**config.mk**
```make
export PLATFORM = sky130hd
export DESIGN_NAME = weather_report_field_parser_top_flat
export DESIGN_NICKNAME = d
export VERILOG_FILES = /design/src/rtl/core/wrfp_pkg.sv /design/src/rtl/core/wrfp_if.sv /design/src/rtl/core/wrfp_front.sv /design/src/rtl/core/wrfp_queue.sv /design/src/rtl/core/wrfp_back.sv /design/src/rtl/core/weather_report_field_parser_top.sv /design/src/flat_wrapper.sv
export SDC_FILE = /design/constraint.sdc
export NUM_CORES = 1
export LEC_CHECK = 0
export ABC_CLOCK_PERIOD_IN_PS = 8400
export BUFFER_PORTS_ARGS = -buffer_cell sky130_fd_sc_hd__buf_2
export CELL_PAD_IN_SITES_DETAIL_PLACEMENT = 0
export CELL_PAD_IN_SITES_GLOBAL_PLACEMENT = 1
export CORE_UTILIZATION = 40
export DETAILED_ROUTE_END_ITERATION = 10
export GPL_TIMING_DRIVEN = 0
export PLACE_DENSITY_LB_ADDON = 0.12
export SLEW_MARGIN = 20
export SYNTH_ARGS = -nofsm -noshare
export SYNTH_HDL_FRONTEND = slang
export SYNTH_SLANG_ARGS = --single-unit
```
**constraint.sdc**
```tcl
create_clock -name clk -period 8.4 [get_ports clk]
set_input_delay 0.42 -clock clk [delete_from_list [all_inputs] [get_ports clk]]
set_output_delay 0.42 -clock clk [all_outputs]
set_load 0.02 [all_outputs]
```
**src/rtl/core/wrfp_pkg.sv**
```systemverilog
// Weather report field parser: shared types and constants.
// Used by the front, the queue and the back end.
package wrfp_pkg;

  // Classified character, as handed from the front to the back end
  typedef struct packed {
    logic       is_last;
    logic       is_digit;
    logic [3:0] digit;
    logic       is_ws;
    logic       is_plus;
    logic       is_minus;
    logic       is_zero;
    logic       is_bang;
    logic       is_under;
    logic [6:0] term_hit;
  } cls_t;

  // Report status codes
  localparam logic [1:0] ST_OK      = 2'd0;
  localparam logic [1:0] ST_NOT_WX  = 2'd1;
  localparam logic [1:0] ST_NO_MARK = 2'd2;
  localparam logic [1:0] ST_TRUNC   = 2'd3;

  // Field indexes, in report order; pressure comes after the seven fields
  localparam logic [2:0] FK_DIR   = 3'd0;
  localparam logic [2:0] FK_SPEED = 3'd1;
  localparam logic [2:0] FK_GUST  = 3'd2;
  localparam logic [2:0] FK_TEMP  = 3'd3;
  localparam logic [2:0] FK_RAIN1 = 3'd4;
  localparam logic [2:0] FK_RAIN2 = 3'd5;
  localparam logic [2:0] FK_RAIN3 = 3'd6;
  localparam logic [2:0] FK_PRESS = 3'd7;

  // Characters
  localparam logic [7:0] CH_BANG  = 8'h21;
  localparam logic [7:0] CH_UNDER = 8'h5F;
  localparam logic [7:0] CH_PLUS  = 8'h2B;
  localparam logic [7:0] CH_MINUS = 8'h2D;
  localparam logic [7:0] CH_SPACE = 8'h20;
  localparam logic [7:0] CH_ZERO  = 8'h30;
  localparam logic [7:0] CH_NINE  = 8'h39;

  localparam int QUEUE_DEPTH = 4;

  localparam int          ACC_W   = 17;
  localparam logic [16:0] ACC_MAX = 17'd99999;

  // Reciprocals: floor(x / 9) = (x * K9) >> 19, floor(x / 10) = (x * K10) >> 20
  localparam logic [16:0] K9  = 17'd58255;
  localparam logic [16:0] K10 = 17'd104858;

endpackage

```
**src/rtl/core/wrfp_if.sv**
```systemverilog
// Weather report field parser: input and result channel interfaces.
// Depends on nothing; payload widths follow the report fields.
interface wrfp_in_if;
  logic       valid;
  logic       ready;
  logic [7:0] data_byte;
  logic       is_last;

  modport source (output valid, data_byte, is_last, input ready);
  modport sink   (input valid, data_byte, is_last, output ready);
endinterface

interface wrfp_out_if;
  logic              valid;
  logic              ready;
  logic [1:0]        status;
  logic [9:0]        wind_dir_deg;
  logic [15:0]       wind_speed_cms;
  logic [15:0]       wind_gust_cms;
  logic signed [13:0] temp_tenths_c;
  logic [9:0]        rain_last_hour;
  logic [9:0]        rain_last_day;
  logic [9:0]        rain_since_midnight;
  logic [13:0]       pressure_hpa;

  modport source (output valid, status, wind_dir_deg, wind_speed_cms, wind_gust_cms,
                  temp_tenths_c, rain_last_hour, rain_last_day, rain_since_midnight,
                  pressure_hpa, input ready);
  modport sink   (input valid, status, wind_dir_deg, wind_speed_cms, wind_gust_cms,
                  temp_tenths_c, rain_last_hour, rain_last_day, rain_since_midnight,
                  pressure_hpa, output ready);
endinterface

```
**src/rtl/core/wrfp_front.sv**
```systemverilog
// Weather report field parser front: accepts report bytes and classifies them.
// Depends on wrfp_pkg and wrfp_in_if; feeds the classified item to the queue.
module wrfp_front (
  input  logic          clk,
  input  logic          rst_n,
  wrfp_in_if.sink       in_ch,
  output logic          push_valid,
  input  logic          push_ready,
  output wrfp_pkg::cls_t push_item
);

  localparam logic [7:0] TERMS [7] = '{8'h2F, 8'h67, 8'h74, 8'h72, 8'h70, 8'h50, 8'h62};

  logic           f_valid_r;
  wrfp_pkg::cls_t f_item_r;
  wrfp_pkg::cls_t cls_nxt;
  logic           accept;

  assign in_ch.ready = !f_valid_r || push_ready;
  assign accept      = in_ch.valid && in_ch.ready;
  assign push_valid  = f_valid_r;
  assign push_item   = f_item_r;

  always_comb begin
    logic [7:0] c;
    c = in_ch.data_byte;
    cls_nxt.is_last  = in_ch.is_last;
    cls_nxt.is_digit = (c >= wrfp_pkg::CH_ZERO) && (c <= wrfp_pkg::CH_NINE);
    cls_nxt.digit    = 4'(c - wrfp_pkg::CH_ZERO);
    cls_nxt.is_ws    = (c == wrfp_pkg::CH_SPACE) || ((c >= 8'd9) && (c <= 8'd13));
    cls_nxt.is_plus  = (c == wrfp_pkg::CH_PLUS);
    cls_nxt.is_minus = (c == wrfp_pkg::CH_MINUS);
    cls_nxt.is_zero  = (c == 8'd0);
    cls_nxt.is_bang  = (c == wrfp_pkg::CH_BANG);
    cls_nxt.is_under = (c == wrfp_pkg::CH_UNDER);
    for (int i = 0; i < 7; i++) begin
      cls_nxt.term_hit[i] = (c == TERMS[i]);
    end
  end

  always_ff @(posedge clk) begin
    if (!rst_n) begin
      f_valid_r <= 1'b0;
    end else if (accept) begin
      f_valid_r <= 1'b1;
    end else if (push_ready) begin
      f_valid_r <= 1'b0;
    end
  end

  always_ff @(posedge clk) begin
    if (accept) begin
      f_item_r <= cls_nxt;
    end
  end

endmodule

```
**src/rtl/core/wrfp_queue.sv**
```systemverilog
// Weather report field parser queue: short FIFO of classified characters.
// Depends on wrfp_pkg; sits between the front and the back end.
module wrfp_queue (
  input  logic           clk,
  input  logic           rst_n,
  input  logic           push_valid,
  output logic           push_ready,
  input  wrfp_pkg::cls_t push_item,
  output logic           pop_valid,
  input  logic           pop_ready,
  output wrfp_pkg::cls_t pop_item
);

  localparam int PTR_W = $clog2(wrfp_pkg::QUEUE_DEPTH);

  wrfp_pkg::cls_t   mem [wrfp_pkg::QUEUE_DEPTH];
  logic [PTR_W-1:0] wr_ptr_r;
  logic [PTR_W-1:0] rd_ptr_r;
  logic [PTR_W:0]   count_r;
  logic             push;
  logic             pop;

  assign push_ready = (count_r != (PTR_W+1)'(wrfp_pkg::QUEUE_DEPTH));
  assign pop_valid  = (count_r != '0);
  assign pop_item   = mem[rd_ptr_r];
  assign push       = push_valid && push_ready;
  assign pop        = pop_valid && pop_ready;

  always_ff @(posedge clk) begin
    if (!rst_n) begin
      wr_ptr_r <= '0;
      rd_ptr_r <= '0;
      count_r  <= '0;
    end else begin
      if (push) begin
        wr_ptr_r <= wr_ptr_r + 1'b1;
      end
      if (pop) begin
        rd_ptr_r <= rd_ptr_r + 1'b1;
      end
      if (push && !pop) begin
        count_r <= count_r + 1'b1;
      end else if (pop && !push) begin
        count_r <= count_r - 1'b1;
      end
    end
  end

  always_ff @(posedge clk) begin
    if (push) begin
      mem[wr_ptr_r] <= push_item;
    end
  end

  a_count_bound: assert property (@(posedge clk) disable iff (!rst_n)
    count_r <= (PTR_W+1)'(wrfp_pkg::QUEUE_DEPTH))
    else $error("queue count beyond depth");

endmodule

```
**src/rtl/core/wrfp_back.sv**
```systemverilog
// Weather report field parser back end: parse state, field conversion, held values
// and the result register. Depends on wrfp_pkg and wrfp_out_if.
module wrfp_back #(
  parameter int FIELD_CHARS    = 8,
  parameter int PRESSURE_CHARS = 5
) (
  input  logic           clk,
  input  logic           rst_n,
  input  logic           pop_valid,
  output logic           pop_ready,
  input  wrfp_pkg::cls_t pop_item,
  wrfp_out_if.source     out_ch
);

  localparam int CNT_MAXV = (FIELD_CHARS > PRESSURE_CHARS) ? FIELD_CHARS : PRESSURE_CHARS;
  localparam int CNT_W    = $clog2(CNT_MAXV + 1);
  localparam logic [CNT_W-1:0] FC_LIM = CNT_W'(FIELD_CHARS);
  localparam logic [CNT_W-1:0] PC_LIM = CNT_W'(PRESSURE_CHARS);
  localparam int AW = wrfp_pkg::ACC_W;

  typedef enum logic [2:0] {PH_FIRST, PH_SKIP, PH_FIELD, PH_PRESS, PH_HALT} phase_t;

  // parser state
  phase_t           ph_r, ph_nxt;
  logic [2:0]       fk_r, fk_nxt;
  logic [CNT_W-1:0] cnt_r, cnt_nxt;
  logic [AW-1:0]    acc_r, acc_nxt;
  logic             minus_r, minus_nxt;
  logic             ended_r, ended_nxt;
  logic             started_r, started_nxt;
  logic [1:0]       status_r, status_nxt;

  // result of taking one character into the current field
  logic [CNT_W-1:0] tk_cnt;
  logic [AW-1:0]    tk_acc;
  logic             tk_minus, tk_ended, tk_started;
  logic [20:0]      acc_wide;

  // stage A outputs
  logic             cm, em;
  logic [2:0]       cm_k;
  logic [AW-1:0]    cm_acc;
  logic             cm_minus;
  logic [1:0]       em_status;

  // stage 1 registers
  logic             p1_valid_r, p1_commit_r, p1_emit_r, p1_minus_r;
  logic [2:0]       p1_k_r;
  logic [AW-1:0]    p1_acc_r;
  logic [1:0]       p1_status_r;

  // stage 2 registers
  logic             p2_valid_r, p2_commit_r, p2_emit_r, p2_neg_r;
  logic [2:0]       p2_k_r;
  logic [9:0]       p2_small_r;
  logic [15:0]      p2_spd_r;
  logic [AW-1:0]    p2_x_r;
  logic [1:0]       p2_status_r;

  // prepare stage
  logic [9:0]       b_small, b_vp, b_tabs;
  logic [15:0]      b_spd, b_tx;
  logic             b_tneg;
  logic [AW-1:0]    b_x;
  logic             b_neg;

  // convert stage
  logic [16:0]       mul_k;
  logic [33:0]       prod;
  logic [13:0]       q14;
  logic [9:0]        held_dir_r, held_dir_nxt;
  logic [15:0]       held_spd_r, held_spd_nxt;
  logic [15:0]       held_gust_r, held_gust_nxt;
  logic signed [13:0] held_temp_r, held_temp_nxt;
  logic [9:0]        held_r1_r, held_r1_nxt;
  logic [9:0]        held_r2_r, held_r2_nxt;
  logic [9:0]        held_r3_r, held_r3_nxt;
  logic [13:0]       held_press_r, held_press_nxt;

  // result register
  logic              out_valid_r;
  logic [1:0]        out_status_r;
  logic [9:0]        out_dir_r, out_r1_r, out_r2_r, out_r3_r;
  logic [15:0]       out_spd_r, out_gust_r;
  logic signed [13:0] out_temp_r;
  logic [13:0]       out_press_r;

  logic hold, adv, pop, load_out;

  assign hold      = p2_valid_r && p2_emit_r && out_valid_r && !out_ch.ready;
  assign adv       = !hold;
  assign pop_ready = adv;
  assign pop       = pop_valid && adv;
  assign load_out  = adv && p2_valid_r && p2_emit_r;

  function automatic logic [1:0] end_status(phase_t ph, logic [1:0] st);
    logic [1:0] r;
    case (ph)
      PH_FIRST: r = wrfp_pkg::ST_NOT_WX;
      PH_SKIP:  r = wrfp_pkg::ST_NO_MARK;
      PH_PRESS: r = wrfp_pkg::ST_OK;
      PH_FIELD: r = wrfp_pkg::ST_TRUNC;
      default:  r = st;
    endcase
    return r;
  endfunction

  // take one character into the field: skip blanks, one sign, then digits
  always_comb begin
    tk_cnt     = cnt_r;
    tk_acc     = acc_r;
    tk_minus   = minus_r;
    tk_ended   = ended_r;
    tk_started = started_r;
    acc_wide   = 21'({acc_r, 3'b000}) + 21'({acc_r, 1'b0}) + 21'(pop_item.digit);
    if (cnt_r < FC_LIM) begin
      tk_cnt = cnt_r + 1'b1;
      if (!ended_r) begin
        if (!started_r && pop_item.is_ws) begin
          tk_cnt = cnt_r + 1'b1;
        end else if (!started_r && (pop_item.is_plus || pop_item.is_minus)) begin
          tk_started = 1'b1;
          tk_minus   = pop_item.is_minus;
        end else if (pop_item.is_digit) begin
          tk_started = 1'b1;
          tk_acc     = (acc_wide > 21'(wrfp_pkg::ACC_MAX)) ? wrfp_pkg::ACC_MAX
                                                          : acc_wide[AW-1:0];
        end else begin
          tk_ended = 1'b1;
        end
      end
    end
  end

  // stage A: parse step
  always_comb begin
    ph_nxt      = ph_r;
    fk_nxt      = fk_r;
    cnt_nxt     = cnt_r;
    acc_nxt     = acc_r;
    minus_nxt   = minus_r;
    ended_nxt   = ended_r;
    started_nxt = started_r;
    status_nxt  = status_r;
    cm          = 1'b0;
    cm_k        = fk_r;
    cm_acc      = acc_r;
    cm_minus    = minus_r;
    em          = 1'b0;
    em_status   = status_r;
    if (ph_r != PH_HALT) begin
      if (ph_r == PH_FIRST) begin
        if (!pop_item.is_bang) begin
          status_nxt = wrfp_pkg::ST_NOT_WX;
          ph_nxt     = PH_HALT;
        end else begin
          ph_nxt = PH_SKIP;
        end
      end else if (pop_item.is_zero) begin
        // a NUL ends the text here
        status_nxt = end_status(ph_r, status_r);
        ph_nxt     = PH_HALT;
      end else begin
        case (ph_r)
          PH_SKIP: begin
            if (pop_item.is_under) begin
              ph_nxt      = PH_FIELD;
              fk_nxt      = wrfp_pkg::FK_DIR;
              cnt_nxt     = '0;
              acc_nxt     = '0;
              minus_nxt   = 1'b0;
              ended_nxt   = 1'b0;
              started_nxt = 1'b0;
            end
          end
          PH_PRESS: begin
            cnt_nxt     = tk_cnt;
            acc_nxt     = tk_acc;
            minus_nxt   = tk_minus;
            ended_nxt   = tk_ended;
            started_nxt = tk_started;
            if (tk_cnt >= PC_LIM) begin
              cm         = 1'b1;
              cm_k       = wrfp_pkg::FK_PRESS;
              cm_acc     = tk_acc;
              cm_minus   = tk_minus;
              status_nxt = wrfp_pkg::ST_OK;
              ph_nxt     = PH_HALT;
            end
          end
          PH_FIELD: begin
            // the first character of a field never terminates it
            if ((cnt_r != '0) && pop_item.term_hit[fk_r]) begin
              cm = 1'b1;
              if (fk_r == wrfp_pkg::FK_RAIN3) begin
                ph_nxt = PH_PRESS;
              end else begin
                fk_nxt = fk_r + 3'd1;
              end
              cnt_nxt     = '0;
              acc_nxt     = '0;
              minus_nxt   = 1'b0;
              ended_nxt   = 1'b0;
              started_nxt = 1'b0;
            end else begin
              cnt_nxt     = tk_cnt;
              acc_nxt     = tk_acc;
              minus_nxt   = tk_minus;
              ended_nxt   = tk_ended;
              started_nxt = tk_started;
            end
          end
          default: begin
            ph_nxt = ph_r;
          end
        endcase
      end
    end
    if (pop_item.is_last) begin
      em          = 1'b1;
      em_status   = end_status(ph_nxt, status_nxt);
      ph_nxt      = PH_FIRST;
      status_nxt  = wrfp_pkg::ST_OK;
      cnt_nxt     = '0;
      acc_nxt     = '0;
      minus_nxt   = 1'b0;
      ended_nxt   = 1'b0;
      started_nxt = 1'b0;
    end
  end

  always_ff @(posedge clk) begin
    if (!rst_n) begin
      ph_r        <= PH_FIRST;
      fk_r        <= wrfp_pkg::FK_DIR;
      cnt_r       <= '0;
      acc_r       <= '0;
      minus_r     <= 1'b0;
      ended_r     <= 1'b0;
      started_r   <= 1'b0;
      status_r    <= wrfp_pkg::ST_OK;
      p1_valid_r  <= 1'b0;
      p1_commit_r <= 1'b0;
      p1_emit_r   <= 1'b0;
      p1_k_r      <= wrfp_pkg::FK_DIR;
      p1_acc_r    <= '0;
      p1_minus_r  <= 1'b0;
      p1_status_r <= wrfp_pkg::ST_OK;
    end else if (adv) begin
      if (pop) begin
        ph_r      <= ph_nxt;
        fk_r      <= fk_nxt;
        cnt_r     <= cnt_nxt;
        acc_r     <= acc_nxt;
        minus_r   <= minus_nxt;
        ended_r   <= ended_nxt;
        started_r <= started_nxt;
        status_r  <= status_nxt;
      end
      p1_valid_r  <= pop && (cm || em);
      p1_commit_r <= cm;
      p1_emit_r   <= em;
      p1_k_r      <= cm_k;
      p1_acc_r    <= cm_acc;
      p1_minus_r  <= cm_minus;
      p1_status_r <= em_status;
    end
  end

  // prepare: clamp and scale ahead of the shared divide-by-constant
  always_comb begin
    b_small = p1_minus_r ? 10'd0
            : ((p1_acc_r > AW'(999)) ? 10'd999 : p1_acc_r[9:0]);
    b_spd   = 16'({b_small, 5'b0}) + 16'({b_small, 3'b0}) + 16'({b_small, 2'b0});
    b_vp    = (p1_acc_r > AW'(999)) ? 10'd999 : p1_acc_r[9:0];
    if (p1_minus_r) begin
      b_tabs = ((p1_acc_r > AW'(99)) ? 10'd99 : p1_acc_r[9:0]) + 10'd32;
      b_tneg = 1'b1;
    end else if (b_vp >= 10'd32) begin
      b_tabs = b_vp - 10'd32;
      b_tneg = 1'b0;
    end else begin
      b_tabs = 10'd32 - b_vp;
      b_tneg = 1'b1;
    end
    // |F - 32| * 50 + 4, ready for the rounded divide by nine
    b_tx = 16'({b_tabs, 5'b0}) + 16'({b_tabs, 4'b0}) + 16'({b_tabs, 1'b0}) + 16'd4;
    if (p1_k_r == wrfp_pkg::FK_PRESS) begin
      b_x   = p1_acc_r;
      b_neg = p1_minus_r;
    end else begin
      b_x   = AW'(b_tx);
      b_neg = b_tneg;
    end
  end

  always_ff @(posedge clk) begin
    if (!rst_n) begin
      p2_valid_r <= 1'b0;
    end else if (adv) begin
      p2_valid_r <= p1_valid_r;
    end
  end

  always_ff @(posedge clk) begin
    if (adv) begin
      p2_commit_r <= p1_commit_r;
      p2_emit_r   <= p1_emit_r;
      p2_k_r      <= p1_k_r;
      p2_small_r  <= b_small;
      p2_spd_r    <= b_spd;
      p2_x_r      <= b_x;
      p2_neg_r    <= b_neg;
      p2_status_r <= p1_status_r;
    end
  end

  // convert and store
  assign mul_k = (p2_k_r == wrfp_pkg::FK_PRESS) ? wrfp_pkg::K10 : wrfp_pkg::K9;
  assign prod  = 34'(p2_x_r) * 34'(mul_k);
  assign q14   = (p2_k_r == wrfp_pkg::FK_PRESS) ? prod[33:20] : prod[32:19];

  always_comb begin
    held_dir_nxt   = held_dir_r;
    held_spd_nxt   = held_spd_r;
    held_gust_nxt  = held_gust_r;
    held_temp_nxt  = held_temp_r;
    held_r1_nxt    = held_r1_r;
    held_r2_nxt    = held_r2_r;
    held_r3_nxt    = held_r3_r;
    held_press_nxt = held_press_r;
    if (p2_valid_r && p2_commit_r) begin
      case (p2_k_r)
        wrfp_pkg::FK_DIR:   held_dir_nxt   = p2_small_r;
        wrfp_pkg::FK_SPEED: held_spd_nxt   = p2_spd_r;
        wrfp_pkg::FK_GUST:  held_gust_nxt  = p2_spd_r;
        wrfp_pkg::FK_TEMP:  held_temp_nxt  = p2_neg_r ? -$signed(q14) : $signed(q14);
        wrfp_pkg::FK_RAIN1: held_r1_nxt    = p2_small_r;
        wrfp_pkg::FK_RAIN2: held_r2_nxt    = p2_small_r;
        wrfp_pkg::FK_RAIN3: held_r3_nxt    = p2_small_r;
        wrfp_pkg::FK_PRESS: held_press_nxt = p2_neg_r ? 14'd0 : q14;
        default:            held_dir_nxt   = held_dir_r;
      endcase
    end
  end

  always_ff @(posedge clk) begin
    if (!rst_n) begin
      held_dir_r   <= '0;
      held_spd_r   <= '0;
      held_gust_r  <= '0;
      held_temp_r  <= '0;
      held_r1_r    <= '0;
      held_r2_r    <= '0;
      held_r3_r    <= '0;
      held_press_r <= '0;
    end else if (adv) begin
      held_dir_r   <= held_dir_nxt;
      held_spd_r   <= held_spd_nxt;
      held_gust_r  <= held_gust_nxt;
      held_temp_r  <= held_temp_nxt;
      held_r1_r    <= held_r1_nxt;
      held_r2_r    <= held_r2_nxt;
      held_r3_r    <= held_r3_nxt;
      held_press_r <= held_press_nxt;
    end
  end

  always_ff @(posedge clk) begin
    if (!rst_n) begin
      out_valid_r <= 1'b0;
    end else if (load_out) begin
      out_valid_r <= 1'b1;
    end else if (out_ch.ready) begin
      out_valid_r <= 1'b0;
    end
  end

  always_ff @(posedge clk) begin
    if (load_out) begin
      out_status_r <= p2_status_r;
      out_dir_r    <= held_dir_nxt;
      out_spd_r    <= held_spd_nxt;
      out_gust_r   <= held_gust_nxt;
      out_temp_r   <= held_temp_nxt;
      out_r1_r     <= held_r1_nxt;
      out_r2_r     <= held_r2_nxt;
      out_r3_r     <= held_r3_nxt;
      out_press_r  <= held_press_nxt;
    end
  end

  assign out_ch.valid               = out_valid_r;
  assign out_ch.status              = out_status_r;
  assign out_ch.wind_dir_deg        = out_dir_r;
  assign out_ch.wind_speed_cms      = out_spd_r;
  assign out_ch.wind_gust_cms       = out_gust_r;
  assign out_ch.temp_tenths_c       = out_temp_r;
  assign out_ch.rain_last_hour      = out_r1_r;
  assign out_ch.rain_last_day       = out_r2_r;
  assign out_ch.rain_since_midnight = out_r3_r;
  assign out_ch.pressure_hpa        = out_press_r;

  a_cnt_bound: assert property (@(posedge clk) disable iff (!rst_n)
    cnt_r <= CNT_W'(CNT_MAXV))
    else $error("field character count out of range");

  a_acc_sat: assert property (@(posedge clk) disable iff (!rst_n)
    acc_r <= wrfp_pkg::ACC_MAX)
    else $error("digit accumulator above saturation limit");

  a_last_rearms: assert property (@(posedge clk) disable iff (!rst_n)
    pop && pop_item.is_last |=> ph_r == PH_FIRST && cnt_r == '0 && status_r == wrfp_pkg::ST_OK)
    else $error("parser not rearmed after last byte");

  a_neg_press: assert property (@(posedge clk) disable iff (!rst_n)
    adv && p2_valid_r && p2_commit_r && p2_k_r == wrfp_pkg::FK_PRESS && p2_neg_r
    |=> held_press_r == '0)
    else $error("negative pressure not stored as zero");

endmodule

```
**src/rtl/core/weather_report_field_parser_top.sv**
```systemverilog
// Weather report field parser, top level.
// Channel bytes come in on in_ch; one result per report leaves on out_ch. Every
// byte is accepted when in_ch.valid and in_ch.ready are high at a rising clk edge;
// is_last marks the final byte of a report. A result is taken when out_ch.valid
// and out_ch.ready are both high, and carries the status and all held field values.
// Throughput: one byte per cycle, sustained while the back end does not hold, set by
// the parse step (one multiply-by-ten and saturate on the digit accumulator).
// A report's last byte goes from the front register through the queue, parse and
// prepare; convert then loads the report's result into the result register.
// A 4-entry queue decouples the front from the back end. While out_ch.ready is
// low with a result waiting, the back end keeps parsing until the next result
// reaches the convert stage, then holds; the queue fills and in_ch.ready drops.
// Reset (rst_n low at a clock edge) empties the pipeline and queue, rearms the
// parser to expect the first byte of a report and clears all held values to zero.
// Depends on wrfp_pkg, wrfp_if, wrfp_front, wrfp_queue and wrfp_back.
module weather_report_field_parser_top #(
  parameter int FIELD_CHARS    = 8,
  parameter int PRESSURE_CHARS = 5
) (
  input  logic       clk,
  input  logic       rst_n,
  wrfp_in_if.sink    in_ch,
  wrfp_out_if.source out_ch
);

  logic           push_valid;
  logic           push_ready;
  wrfp_pkg::cls_t push_item;
  logic           pop_valid;
  logic           pop_ready;
  wrfp_pkg::cls_t pop_item;

  wrfp_front u_front (
    .clk        (clk),
    .rst_n      (rst_n),
    .in_ch      (in_ch),
    .push_valid (push_valid),
    .push_ready (push_ready),
    .push_item  (push_item)
  );

  wrfp_queue u_queue (
    .clk        (clk),
    .rst_n      (rst_n),
    .push_valid (push_valid),
    .push_ready (push_ready),
    .push_item  (push_item),
    .pop_valid  (pop_valid),
    .pop_ready  (pop_ready),
    .pop_item   (pop_item)
  );

  wrfp_back #(
    .FIELD_CHARS    (FIELD_CHARS),
    .PRESSURE_CHARS (PRESSURE_CHARS)
  ) u_back (
    .clk       (clk),
    .rst_n     (rst_n),
    .pop_valid (pop_valid),
    .pop_ready (pop_ready),
    .pop_item  (pop_item),
    .out_ch    (out_ch)
  );

endmodule
```
**src/flat_wrapper.sv**
```systemverilog
// flat-port wrapper written by rule: the top's interface ports become plain ports
module weather_report_field_parser_top_flat 
#(
  parameter int FIELD_CHARS    = 8,
  parameter int PRESSURE_CHARS = 5
)
  (clk, rst_n, in_ch_valid, in_ch_data_byte, in_ch_is_last, in_ch_ready, out_ch_valid, out_ch_status, out_ch_wind_dir_deg, out_ch_wind_speed_cms, out_ch_wind_gust_cms, out_ch_temp_tenths_c, out_ch_rain_last_hour, out_ch_rain_last_day, out_ch_rain_since_midnight, out_ch_pressure_hpa, out_ch_ready);
  wrfp_in_if in_ch_i ();
  wrfp_out_if out_ch_i ();
  input  logic clk;
  input  logic rst_n;
  input wire logic [$bits(in_ch_i.valid)-1:0] in_ch_valid;
  input wire logic [$bits(in_ch_i.data_byte)-1:0] in_ch_data_byte;
  input wire logic [$bits(in_ch_i.is_last)-1:0] in_ch_is_last;
  output wire logic [$bits(in_ch_i.ready)-1:0] in_ch_ready;
  output wire logic [$bits(out_ch_i.valid)-1:0] out_ch_valid;
  output wire logic [$bits(out_ch_i.status)-1:0] out_ch_status;
  output wire logic [$bits(out_ch_i.wind_dir_deg)-1:0] out_ch_wind_dir_deg;
  output wire logic [$bits(out_ch_i.wind_speed_cms)-1:0] out_ch_wind_speed_cms;
  output wire logic [$bits(out_ch_i.wind_gust_cms)-1:0] out_ch_wind_gust_cms;
  output wire logic [$bits(out_ch_i.temp_tenths_c)-1:0] out_ch_temp_tenths_c;
  output wire logic [$bits(out_ch_i.rain_last_hour)-1:0] out_ch_rain_last_hour;
  output wire logic [$bits(out_ch_i.rain_last_day)-1:0] out_ch_rain_last_day;
  output wire logic [$bits(out_ch_i.rain_since_midnight)-1:0] out_ch_rain_since_midnight;
  output wire logic [$bits(out_ch_i.pressure_hpa)-1:0] out_ch_pressure_hpa;
  input wire logic [$bits(out_ch_i.ready)-1:0] out_ch_ready;
  assign in_ch_i.valid = in_ch_valid;
  assign in_ch_i.data_byte = in_ch_data_byte;
  assign in_ch_i.is_last = in_ch_is_last;
  assign in_ch_ready = in_ch_i.ready;
  assign out_ch_valid = out_ch_i.valid;
  assign out_ch_status = out_ch_i.status;
  assign out_ch_wind_dir_deg = out_ch_i.wind_dir_deg;
  assign out_ch_wind_speed_cms = out_ch_i.wind_speed_cms;
  assign out_ch_wind_gust_cms = out_ch_i.wind_gust_cms;
  assign out_ch_temp_tenths_c = out_ch_i.temp_tenths_c;
  assign out_ch_rain_last_hour = out_ch_i.rain_last_hour;
  assign out_ch_rain_last_day = out_ch_i.rain_last_day;
  assign out_ch_rain_since_midnight = out_ch_i.rain_since_midnight;
  assign out_ch_pressure_hpa = out_ch_i.pressure_hpa;
  assign out_ch_i.ready = out_ch_ready;
  weather_report_field_parser_top #(.FIELD_CHARS(FIELD_CHARS), .PRESSURE_CHARS(PRESSURE_CHARS)) u_core (.clk(clk), .rst_n(rst_n), .in_ch(in_ch_i), .out_ch(out_ch_i));
endmodule
```
== Word-level counts from Yosys, hierarchy flattened ==
Memories as Yosys holds them, arrays and structs flattened. A register that Yosys moved wholly into a read port is not among the register bits.
Cells that the tools add are included.
Widths: inputs -> output; s select.

* Register bits after elaboration: 340
* Bits in latches: 0
* Bits in writable memories: 76
* ROM bits: 0
* Output and inout bits: 104
* Logic and storage cells: 309
* Memories: 1

* Add/sub/neg operators: 18
* $mul: 1
* Divide/modulo/power cells: 0
* Order comparisons: 11
* Equality and inequality tests: 35
* Shifts and indexed selects: 0
* Multiplexer cells: 141
* Bitwise gates (word level): 3
* Reductions and logical operators: 42

{| class="wikitable"
|+ Memory list
! memory !! depth !! bits a word !! read ports !! clocked after Yosys merged registers in !! write ports !! RTL line !! RTL
|-
| u_core.u_queue.mem || 4 || 19 || 1 || 1 || 1 || wrfp_queue.sv:16 || <nowiki>wrfp_pkg::cls_t mem [wrfp_pkg::QUEUE_DEPTH];</nowiki>
|}

{| class="wikitable"
|+ Operators with widths
! cell !! count
|-
| $mux 17 || 18
|-
| $mux 10 || 13
|-
| $mux 14 || 7
|-
| $mux 16 || 5
|-
| $mux 3 || 19
|-
| $eq 8x7->1 const B || 7
|-
| $mux 1 || 51
|-
| $pmux 17 s3 || 1
|-
| $eq 8x6->1 const B || 5
|-
| $mul 17x17->34 || 1
|-
| $mux 4 || 7
|-
| $add 20x18->21 || 1
|-
| $add 21x4->21 || 1
|-
| $gt 21x17->1 const B || 1
|-
| $mux 2 || 10
|-
| $eq 3x2->1 const B || 6
|-
| $eq 3x3->1 const B || 6
|-
| $gt 17x10->1 const B || 1
|-
| $gt 17x7->1 const B || 1
|-
| $logic_and 1x1->1 || 17
|-
| $add 15x13->16 || 1
|-
| $add 15x14->16 || 1
|-
| $add 16x11->16 || 1
|-
| $add 16x12->16 || 1
|-
| other kinds (42) || 69
|}

== Longest topological paths before layout ==
Gate-level depths: netlist of run 1.

* Depth after elaboration: 15
* Gate-level depth with buffers: 31
* Mapped depth without buffers: 27

== Modules after synthesis ==
A second synthesis of run 1 with hierarchy kept.

* Cell total of the unflattened synthesis: 2629
* Area, all modules: 27023.4 µm²

{| class="wikitable"
|+ Modules (own cells, without submodules)
! module !! times used !! cells an instance !! area each (µm²) !! sequential area each (µm²)
|-
| wrfp_back || 1 || 2423 || 22933.2 || 7707.4
|-
| wrfp_queue || 1 || 147 || 3280.6 || 2462.4
|-
| wrfp_front || 1 || 59 || 809.5 || 590.6
|}

== Worst setup path after synthesis of run 1 ==
OpenSTA, ideal clock, no wires.

* Path kind: register to register
* Start point: register u_core.u_back.p2_k_r[1]
* End point: register u_core.u_back.out_temp_r[12], in the netlist u_core.u_back.out_ch.temp_tenths_c[12] (data pin)
* Setup time: 0.169 ns
* Arrival time: 7.830 ns
* Data required time: 8.231 ns
* Setup slack: 0.401 ns
* Cell stages (with the launch flop): 30
* Buffers on the path: 4
* Period minus slack after synthesis: 7.999 ns
* Path through: edfxtp_1 clkbuf_1 nand3_1 clkbuf_1 buf_1 clkbuf_1 nand2_1 inv_1 fa_1 fa_1 fa_1 fa_1 fa_1 inv_1 fa_1 inv_1 ha_1 a21oi_1 o21ai_0 or3_4 o21a_1 xnor2_1 nor2_1 a21oi_1 ha_1 o21ai_0 nor4_2 nand4_1 and3_1 o31ai_1

* Cells in the longest elaborated chain, start to end: 8
* Elaborated cells on any way between the ends: 9

{| class="wikitable"
|+ RTL lines
! what !! RTL line !! RTL
|-
| from (decl) || wrfp_back.sv:54 || <nowiki>logic [2:0] p2_k_r;</nowiki>
|-
| from (signal assigned) || wrfp_back.sv:309 || <nowiki>p2_k_r <= p1_k_r;</nowiki>
|-
| $eq 3x3->1 || wrfp_back.sv:319, wrfp_back.sv:321 ||
|-
| $mux 17 || wrfp_back.sv:319 || <nowiki>assign mul_k = (p2_k_r == wrfp_pkg::FK_PRESS) ? wrfp_pkg::K10 : wrfp_pkg::K9;</nowiki>
|-
| $mul 17x17->34 || wrfp_back.sv:320 || <nowiki>assign prod = 34'(p2_x_r) * 34'(mul_k);</nowiki>
|-
| $mux 14 || wrfp_back.sv:321 || <nowiki>assign q14 = (p2_k_r == wrfp_pkg::FK_PRESS) ? prod[33:20] : prod[32:19];</nowiki>
|-
| $neg 14->14 || wrfp_back.sv:337 || <nowiki>wrfp_pkg::FK_TEMP: held_temp_nxt = p2_neg_r ? -$signed(q14) : $signed(q14);</nowiki>
|-
| $mux 14 || wrfp_back.sv:337 ||
|-
| $mux 14 (*) || wrfp_back.sv:333 || <nowiki>case (p2_k_r)</nowiki>
|-
| $mux 14 (*) || wrfp_back.sv:332 || <nowiki>if (p2_valid_r && p2_commit_r) begin</nowiki>
|-
| named net u_core.u_back.held_temp_nxt[12] || wrfp_back.sv:74 || <nowiki>logic signed [13:0] held_temp_r, held_temp_nxt;</nowiki>
|-
| to (signal assigned) || wrfp_back.sv:385 || <nowiki>out_temp_r <= held_temp_nxt;</nowiki>
|-
| to (decl) || wrfp_back.sv:85 || <nowiki>logic signed [13:0] out_temp_r;</nowiki>
|}

Mark *: on every way through the listed nets, which the timed path passes. The rest lies on a longest branch.
A chain may end at the register's enable or synchronous reset.

== Worst setup path after layout of run 1 ==
Ends and elaborated chain as after synthesis.

==> results.cfg, run 1 <==
[timing]
timing.hold.ws_ns = 0.0507
min_period_over_period_pct = 96.9
skew_ns = 0.0270
worst_pin_slew_ns = 1.06
maxSlewHeadroom_pct = 29.3
rsz0062_at_grt = yes
fmax_mhz = 123
setup_slack_ns = 0.258
slew_violations = 0
hold_viol = 0
period_minus_slack_ns = 8.14
setup_viol = 0
tns_ns = 0

[global_route]
met2_usage_pct = 38.5
grt_pass1_vias = 19478
gr-usage-all-layers_pct = 22.2
antenna_found_initial = 0
grtUsageMet1_pct = 29.7
grt-ovfl-total = 0
grt_pass1_wl_mm = 114
grt_max_degree = 51
use_met3_pct = 2.19
busiest_layer = met2

[detailed_routing]
via_per_inst = 5.32
drt_iter0_markers = 1082
ant_nets = 0
drtPass1Iterations = 5
routed_wl_mm = 73.2
drc = 0
vias = 19257
wl_per_cell_microns = 20.2

[worst_setup_path]
cp_max_fo = 10
crit_top_cell = fa_1
worstPathArrival_ns = 8.52
critPathKind = flip-flop to flip-flop
slowest_stage = fa_1
cp-end-kind = flip-flop
required_ns = 8.78
critical-path-max-stage-delay_ns = 0.61
cp-start-kind = flip-flop
ff2ff_path_depth = 28
r2r_slack_ns = 0.26

[power_and_ir_drop]
ir_drop_uv = 139
p_leak_nw = 12.9
powerDensity_nw_per_um2 = 198
power_mw = 5.91

[logic_synthesis]
avgSynthCellArea_sq_um = 10.3
synth-seq-area-share_pct = 40.8
synthCells = 2549
ys_types = 90
synth_ff_type = edfxtp_1
netlist_top_cells_area = edfxtp_1 28%, dfxtp_1 13%, fa_1 12%
synth-edff-count = 245
synth_top_area_share_pct = 27.9
yosysWarningCount = 0
ys_ff_latch = 415
synth_fp_nets = 2938
synth_top_area_cell = edfxtp_1
netlist_area_sq_um = 26400
synthArstFlopShare_pct = 0

[placed_design]
gp_congestion = 0.916
place_ws_ns = -2.07
dpl.hpwl_mm = 57.7
port-buffer-count = 115

[clock_tree]
clk_latency_ns = 0.57
htreeDepth = 2
clock-sinks = 415
cts_buffers = 45
cts_tree = built
cts_root_buffer = clkbuf_16
clk_path_buf_depth = 3
clkTransAtPathRegs_ns = 0.06

[layout]
nNetsFinal = 3115
area_growth_syn_to_layout_pct = 13.4
postLayoutCoreUtil_pct = 46.1
antennaDiodeCount = 0
drive_gt1_share_pct = 12.9

[floorplanning]
num_io_pins = 117
die_x_microns = 259
dieArea_sq_um = 66900
core-area_sq_um = 64800
num_rows = 93
die_height_microns = 259
initial_core_util_pct = 40.7

[job]
drv_cap = 0

[min_path]
hp-class = input port to flip-flop
hold_depth = 1

[outcome]
run_status = finished, final reports clean
final timing paths:
path,to,from
max,u_core.u_back.out_ch.temp_tenths_c[12]$_DFFE_PP_,u_core.u_back.p2_k_r[1]$_DFFE_PN_
min,u_core.u_front.push_item[14]$_DFFE_PP_,in_ch_data_byte[1]
max reg2reg,u_core.u_back.out_ch.temp_tenths_c[12]$_DFFE_PP_,u_core.u_back.p2_k_r[1]$_DFFE_PN_
min reg2reg,u_core.u_back.out_ch.status[0]$_DFFE_PP_,u_core.u_back.p2_status_r[0]$_DFFE_PN_
per-layer routing:
layer / wire, microns / part of all wire (%)
met1: 33300 / 45
met2: 35700 / 49
met3: 2500 / 3.4
met4: 1740 / 2.4
met5: 0 / 0
repair_timing:
action,CTS,global route
gates cloned,0,0
gates resized for setup,25,25
setup endpoints to repair,56,28
hold endpoints to repair,1,0
pin swaps,1,6
hold buffers,1,0
setup buffers,5,5
kinds of logic after synthesis:
| family | Yosys count | synth area share (%) |
|---|---|---|
| other cells | 1 | 0.0142 |
| buf+inv | 397 | 5.74 |
| compound gates | 451 | 10.8 |
| fa+ha+maj | 376 | 22.3 |
| simple gates | 747 | 13.1 |
| mux | 102 | 5.21 |
| xor+xnor | 60 | 1.99 |
| flops | 415 | 40.8 |
power breakdown:
part           internal (mW)  switching, mW
Clock                   1.19          0.824
Sequential              2.24         0.0454
Combinational          0.594           1.02
area by class of cell:
cell class | instances | area, sq um
fillers | 6108 | 34900
flip-flops and latches | 415 | 10800
multi-input cells | 1737 | 14200
clock inverters | 19 | 218
inverters | 292 | 1100
well taps | 855 | 1070
plain buffers | 101 | 444
repair buffers | 134 | 777
clock buffers | 64 | 1280
cell usage after synthesis, types with 21 or more instances:
library cell	number
a21o_1	26
a21oi_1	154
a31oi_1	21
clkbuf_1	91
dfxtp_1	170
edfxtp_1	245
fa_1	157
ha_1	219
inv_1	291
mux2_2	73
nand2_1	213
nand3_1	41
nor2_1	247
nor3_1	89
o21ai_0	96
xnor2_1	42
cells in the final DEF (no fill, tap or decap), types with 16 or more instances in the layout:
| cell type | count |
|---|---|
| a21oi_1 | 150 |
| inv_1 | 290 |
| a21o_1 | 26 |
| o31ai_1 | 18 |
| clkbuf_1 | 93 |
| dfxtp_1 | 170 |
| a31oi_1 | 20 |
| nand3_1 | 39 |
| nor2_1 | 245 |
| fa_1 | 157 |
| o21ai_0 | 93 |
| clkbuf_16 | 46 |
| edfxtp_1 | 245 |
| buf_2 | 121 |
| mux2_2 | 72 |
| ha_1 | 217 |
| o21a_1 | 16 |
| and2_1 | 20 |
| xor2_1 | 18 |
| xnor2_1 | 39 |
| nor3_1 | 87 |
| nand2_1 | 213 |
critical path: cells and delay by family (launching register included):
kind	cells	cell delay (ns)
fa+ha+maj	8	3.87
mux	1	0.24
flops	1	0.45
buf+inv	8	1.03
simple gates	7	1.52
compound gates	4	0.84
state kept, by name, summed over array words and instances, names as in the netlist, 17 cells and up, named ones only:
signal,cells
u_core.u_front.push_item,19
u_core.u_back.acc_r,17
u_core.u_queue.mem,76
u_core.u_back.p1_acc_r,17
u_core.u_back.p2_x_r,17
per-stage QoR:
| stage | instances | instance area (sq um) |
|---|---|---|
| 5_1_grt | 3617 | 29900 |
| 4_1_cts | 3612 | 29800 |
| 3_3_place_gp | 3519 | 28000 |
| 6_report | 3617 | 29900 |
| 3_5_place_dp | 3527 | 28200 |
| 2_1_floorplan | 2549 | 26400 |
No activity file was read; power rests on OpenSTA's default activity.
==> run 2, diff against run 1 <==
ABC_AREA = 1   (was unset)
CORE_ASPECT_RATIO = 1.5   (was unset)
==> run 2 against run 1 <==
Sequential share of layout area decreased by 1.1 points. Largest power group is now combinational logic. Count of clock-buffer cells in the layout decreased by 11. Register-to-register slack improved by 0.11 ns. Highest routed layer unchanged. Non-clock buffer count increased by 5. Core utilization decreased by 0.68 points. Flip-flop and latch count unchanged. First-iteration DRC count increased by 8.9%. Wire length increased by 7.9%. Via count increased by 12%. Synthesized area increased by 4.3%.
==> results.cfg, run 2 <==
[layout]
design_area_sq_um = 30900
largest_register = u_core.u_queue.mem
largest_register_ffs = 76
drive_gt1_share_pct = 8.44
final_common_cell = inv_1
area_growth_syn_to_layout_pct = 12.3
nNetsFinal = 3735
final_cell_mix = 592 x inv_1, 578 x nand2_1, 245 x edfxtp_1

[detailed_routing]
drtPass1Iterations = 9
ant_nets = 0
routed_wl_mm = 79.0
via_per_inst = 5.06
drt_iter0_markers = 1178
vias = 21589
drc = 0
wl_per_cell_microns = 18.5

[worst_setup_path]
worstReg2RegStart = u_core.u_back.p2_k_r[0]$_DFFE_PN_
cp-start-kind = flip-flop
critical-path-max-stage-delay_ns = 0.61
ff2ff_path_depth = 37
r2r_end = u_core.u_back.out_ch.temp_tenths_c[8]$_DFFE_PP_
cp-end-kind = flip-flop
required_ns = 8.74
cp_max_fo = 10
worstPathArrival_ns = 8.38
critPathKind = flip-flop to flip-flop
r2r_slack_ns = 0.36
slowest_stage = fa_1

[timing]
setup_viol = 0
period_minus_slack_ns = 8.04
hold_viol = 0
maxSlewHeadroom_pct = 29.8
skew_ns = 0.0500
fmax_mhz = 124
worst_pin_slew_ns = 1.05
setup_slack_ns = 0.365
slew_violations = 0
min_period_over_period_pct = 95.7

[global_route]
antenna_found_initial = 2
gr-usage-all-layers_pct = 23.0
grt_pass1_vias = 22123
grt_pass1_wl_mm = 124
grt_max_degree = 36
grt-ovfl-total = 0

[power_and_ir_drop]
powerDensity_nw_per_um2 = 229
ir_drop_uv = 214
p_seq_share_pct = 32.6
p_leak_nw = 14.6
p_sw_mw = 2.78
p_comb_share_pct = 40.4
clockPowerShare_pct = 27.0
swShare_pct = 39.2
p_int_mw = 4.30

[logic_synthesis]
synth_common_cells = 597 x inv_1, 579 x nand2_1, 250 x nor2_1
synthArstFlopShare_pct = 0
synth_top_area_cell = edfxtp_1
synthCells = 3172
netlist_area_sq_um = 27500
synth_top_area_share_pct = 26.8
yosysWarningCount = 0
synth_ff_type = edfxtp_1
ys_ff_latch = 415
netlist_top_cells_area = edfxtp_1 27%, dfxtp_1 12%, fa_1 11%
ys_types = 62
synth.most_common_cell = inv_1
synth-seq-area-share_pct = 39.1
synth-edff-count = 245
synth_fp_nets = 3561
avgSynthCellArea_sq_um = 8.67

[clock_tree]
htreeDepth = 2
cts_buffers = 41
cts_tree = built
clock-sinks = 415
clk_path_buf_depth = 3
cts_root_buffer = clkbuf_16
clkTransAtPathRegs_ns = 0.07
clk_latency_ns = 0.58

[min_path]
hold_start = in_ch_data_byte[0]
holdPathEnd = u_core.u_front.push_item[13]$_DFFE_PP_
hp-class = input port to flip-flop
hold_depth = 1

[job]
drv_cap = 0

[floorplanning]
initial_core_util_pct = 40.5
die_x_microns = 216
num_rows = 117
die_height_microns = 323
dieArea_sq_um = 69800
num_io_pins = 117
core-area_sq_um = 67900

[placed_design]
gp_congestion = 0.929
port-buffer-count = 116
dpl.hpwl_mm = 64.6
placed_cell_area_sq_um = 29300
place_ws_ns = -0.751

[outcome]
run_status = finished, final reports clean
-- run 2: cell type report --
cell class	instances	area [sq um]
timing repair buffer	131	759
multi-input combinational	2048	14100
antenna	1	2.50
fill	6821	37100
inverter	600	2250
tap	892	1120
clock buffer	53	1140
sequential	415	10800
buffer	109	472
clock inverter	20	250
-- run 2: worst max-delay path by stage --
stage	slack, ns	to	from
floorplan	1.12	u_core.u_back.out_ch.temp_tenths_c[8]$_DFFE_PP_	u_core.u_back.p2_k_r[1]$_DFFE_PN_
global placement	-0.77	u_core.u_back.held_temp_r[8]$_SDFFE_PN0N_	u_core.u_back.p2_k_r[1]$_DFFE_PN_
detailed placement	-0.75	u_core.u_back.out_ch.temp_tenths_c[8]$_DFFE_PP_	u_core.u_back.p2_k_r[1]$_DFFE_PN_
CTS	0.003	u_core.u_back.out_ch.temp_tenths_c[6]$_DFFE_PP_	u_core.u_back.p2_k_r[2]$_DFFE_PN_
global route	-0.07	u_core.u_back.out_ch.temp_tenths_c[12]$_DFFE_PP_	u_core.u_back.p2_k_r[0]$_DFFE_PN_
finish	0.36	u_core.u_back.out_ch.temp_tenths_c[8]$_DFFE_PP_	u_core.u_back.p2_k_r[0]$_DFFE_PN_
-- run 2: power by group through the flow --
stage / logic [mW] / clock network (mW) / registers, mW
finish: 2.86 / 1.91 / 2.31
global route: 3.27 / 2.03 / 2.31
CTS: 2.89 / 1.96 / 2.31
floorplan: 1.97 / 0 / 2.36
detailed placement: 2.86 / 0 / 2.35
global placement: 2.83 / 0 / 2.35
-- run 2: metal layers --
layer | wire length [microns] | GRT usage (%) | part of all wire (%)
met1 | 29800 | 24.9 | 38
met2 | 43600 | 45.1 | 55
met3 | 2090 | 1.82 | 2.6
met4 | 3560 | 9.92 | 4.5
met5 | 0 | 0 | 0
-- run 2: stage by stage --
stage | util, % | setup TNS [ns] | power, mW | hold slack, ns | instances
final | 45.4 | 0 | 7.08 | 0.109 | 4269
after global routing | 45.4 | -0.227 | 7.62 | 0.105 | 4268
after CTS | 45.3 | 0 | 7.16 | 0.0730 | 4262
after detailed placement | 43.2 | -12.40 | 5.21 | 0.410 | 4185
after global placement | 43.0 | -13.93 | 5.18 | 0.410 | 4180
after floorplan | - | 0 | 4.33 | 0.400 | 3172
-- run 2: what timing repair did --
action | 4_1_cts | 5_1_grt
pin swaps | 2 | 5
setup buffers | 2 | 6
resized for setup | 11 | 18
hold buffers | 2 | 0
endpoints found under the setup margin | 30 | 23
endpoints found under the hold margin | 2 | 0
-- run 2: cells by family after synthesis --
| logic type | after synthesis | synth area share, % |
|---|---|---|
| flip-flops | 415 | 39.1 |
| AND/OR/NAND/NOR | 1044 | 15.9 |
| other | 1 | 0.0136 |
| buffers and inverters | 709 | 9.83 |
| adder cells (fa/ha/maj) | 376 | 21.4 |
| XOR/XNOR | 41 | 1.33 |
| AO/OA/AOI/OAI | 586 | 12.4 |
-- run 2: critical path: cells and delay by family (launching register included) --
kind | cells | cell delay [ns]
buf+inv | 11 | 1.18
flops | 1 | 0.43
xor+xnor | 1 | 0.15
simple gates | 17 | 2.50
fa+ha+maj | 8 | 3.51
==> run 3, diff against run 2 <==
ABC_AREA = unset   (was 1)
MAX_ROUTING_LAYER = met4   (was unset)
TNS_END_PERCENT = 10   (was unset)
==> run 3 against run 2 <==
Design area fell by 3.1%. Global-route usage up 0.62 points. Clock skew is 0.012 ns higher. Highest routed layer unchanged. First-iteration DRC count fell by 12%. Worst hold slack hardly changed. Critical path type unchanged. Via count down 12%. Flip-flop and latch count did not move. Critical endpoint is now u_core.u_back.out_ch.temp_tenths_c[7]$_DFFE_PP_. Fmax down 1.0%. Die area down 4.1%. Register-to-register slack got worse by 0.08 ns.
==> results.cfg, run 3 (synthesized netlist as in run 1, its figures left out) <==
[global_route]
antenna_found_initial = 2
grt-ovfl-total = 0
grt_max_degree = 33
grt_pass1_vias = 19641
grt_pass1_wl_mm = 115
gr-usage-all-layers_pct = 23.6

[placed_design]
place_ws_ns = -1.86
gp_congestion = 0.944
port-buffer-count = 115
dpl.hpwl_mm = 61.2

[worst_setup_path]
critPathLaunch = u_core.u_back.p2_k_r[1]$_DFFE_PN_
cp_max_fo = 10
cp-start-kind = flip-flop
r2r_slack_ns = 0.28
worstReg2RegStart = u_core.u_back.p2_k_r[1]$_DFFE_PN_
worstPathArrival_ns = 8.46
cp-end-kind = flip-flop
slowest_stage = xor2_1
critPathKind = flip-flop to flip-flop
ff2ff_path_depth = 28
endpoint = u_core.u_back.out_ch.temp_tenths_c[7]$_DFFE_PP_
critical-path-max-stage-delay_ns = 0.73
r2r_end = u_core.u_back.out_ch.temp_tenths_c[7]$_DFFE_PP_
required_ns = 8.75

[timing]
slew_violations = 0
min_period_over_period_pct = 96.7
setup_slack_ns = 0.281
maxSlewHeadroom_pct = 27.5
fmax_mhz = 123
hold_viol = 0
worst_pin_slew_ns = 1.08
skew_ns = 0.0616
period_minus_slack_ns = 8.12
setup_viol = 0
timing.hold.ws_ns = 0.109

[clock_tree]
clkTransAtPathRegs_ns = 0.06
clock-sinks = 415
cts_root_buffer = clkbuf_16
cts_tree = built
htreeDepth = 2
clk_path_buf_depth = 3
cts_buffers = 42
clk_latency_ns = 0.61

[floorplanning]
core-area_sq_um = 64800
num_io_pins = 117
dieArea_sq_um = 67000
die_height_microns = 316
initial_core_util_pct = 40.7
die_x_microns = 212
num_rows = 114

[job]
drv_cap = 0

[detailed_routing]
ant_nets = 0
drtPass1Iterations = 8
vias = 19056
drc = 0
wl_per_cell_microns = 20.7
drt_iter0_markers = 1034
via_per_inst = 5.24
routed_wl_mm = 75.2

[power_and_ir_drop]
ir_drop_uv = 163
p_leak_nw = 12.9
powerDensity_nw_per_um2 = 193

[layout]
area_growth_syn_to_layout_pct = 13.5
nNetsFinal = 3122
largest_register = u_core.u_queue.mem
final_common_cell = inv_1
largest_register_ffs = 76
final_cell_mix = 291 x inv_1, 245 x edfxtp_1, 244 x nor2_1
regArea_sq_um = 10800
multiInputGateArea_sq_um = 14200
drive_gt1_share_pct = 13.3
n_fill_cell = 6252

[min_path]
hp-class = input port to flip-flop
hold_depth = 1

[outcome]
run_status = finished, final reports clean
-- run 3: cell types whose count changed in the layout (fill, tap and decap cells not counted), moves of 22 or more --
cell / change
nand2_1: -366
inv_1: -301
o21ai_0: -152
nand3_1: -88
mux2_2: +73
nor3_1: +67
o21bai_1: -36
xnor2_1: +25
a21o_1: +24
a211oi_1: -22
-- run 3: metal layers --
layer / wire length (microns) / GRT usage (%) / up-vias
li1: - / - / 9234
met4: 3020 / 9.95 / 0
met1: 28500 / 24.7 / 9363
met5: 0 / - / -
met2: 41900 / 44.5 / 342
met3: 1840 / 2.39 / 117
-- run 3: repair_timing --
item	CTS	global route
endpoints found under the hold margin	1	0
gates cloned	0	0
hold buffers	1	0
resized for setup	25	31
pin swaps	4	11
endpoints found under the setup margin	56	24
buffers inserted	8	12
-- run 3: worst min path at each step --
stage / slack (ns) / to / start
2_1_floorplan: 0.40 / u_core.u_back.out_ch.status[0]$_DFFE_PP_ / u_core.u_back.p2_status_r[0]$_DFFE_PN_
3_3_place_gp: 0.41 / u_core.u_back.p2_status_r[1]$_DFFE_PN_ / u_core.u_back.p1_status_r[1]$_SDFFE_PN0N_
3_5_place_dp: 0.42 / u_core.u_back.p2_emit_r$_DFFE_PN_ / u_core.u_back.p1_emit_r$_SDFFE_PN0N_
4_1_cts: 0.08 / u_core.u_front.push_item[14]$_DFFE_PP_ / in_ch_data_byte[1]
5_1_grt: 0.07 / u_core.u_front.push_item[14]$_DFFE_PP_ / in_ch_data_byte[1]
6_report: 0.11 / u_core.u_front.push_item[14]$_DFFE_PP_ / in_ch_data_byte[1]
-- run 3: final cells by class --
| cell class | instances | area share [%] |
|---|---|---|
| buffer | 101 | 1.52 |
| antenna | 1 | 0.00836 |
| inverter | 292 | 3.66 |
| multi-input combinational | 1737 | 47.6 |
| clock inverter | 22 | 0.916 |
| timing repair buffer | 144 | 2.83 |
| tap | 870 | 3.64 |
| clock buffer | 56 | 3.86 |
| sequential | 415 | 36.0 |
-- run 3: critical path: cells and delay by family (launching register included) --
kind,cells,cell delay [ns]
AOI/OAI and AO/OA,6,1.37
xor gates and xnor gates,1,0.73
adders and majority gates,7,3.55
buffers and inverters,10,1.14
DFF,1,0.47
and+or+nand+nor,4,0.56
-- run 3: report_power, final --
part | total [mW] | internal [mW] | switching [mW]
Clock | 1.94 | 1.11 | 0.828
Combinational | 1.56 | 0.572 | 0.985
Sequential | 2.29 | 2.24 | 0.0474
-- run 3: stage by stage --
stage                     total power [mW]  area (sq um)  util [%]  TNS (ns)  cells
final                                 5.78         29900      46.2         0   3638
after global routing                  6.08         29900      46.2  -0.00571   3638
after CTS                             5.83         29800      45.9         0   3625
after detailed placement              3.85         28200      43.5    -51.80   3542
after global placement                3.83         28000      43.3    -52.56   3534
after floorplan                       3.38         26400         -         0   2549
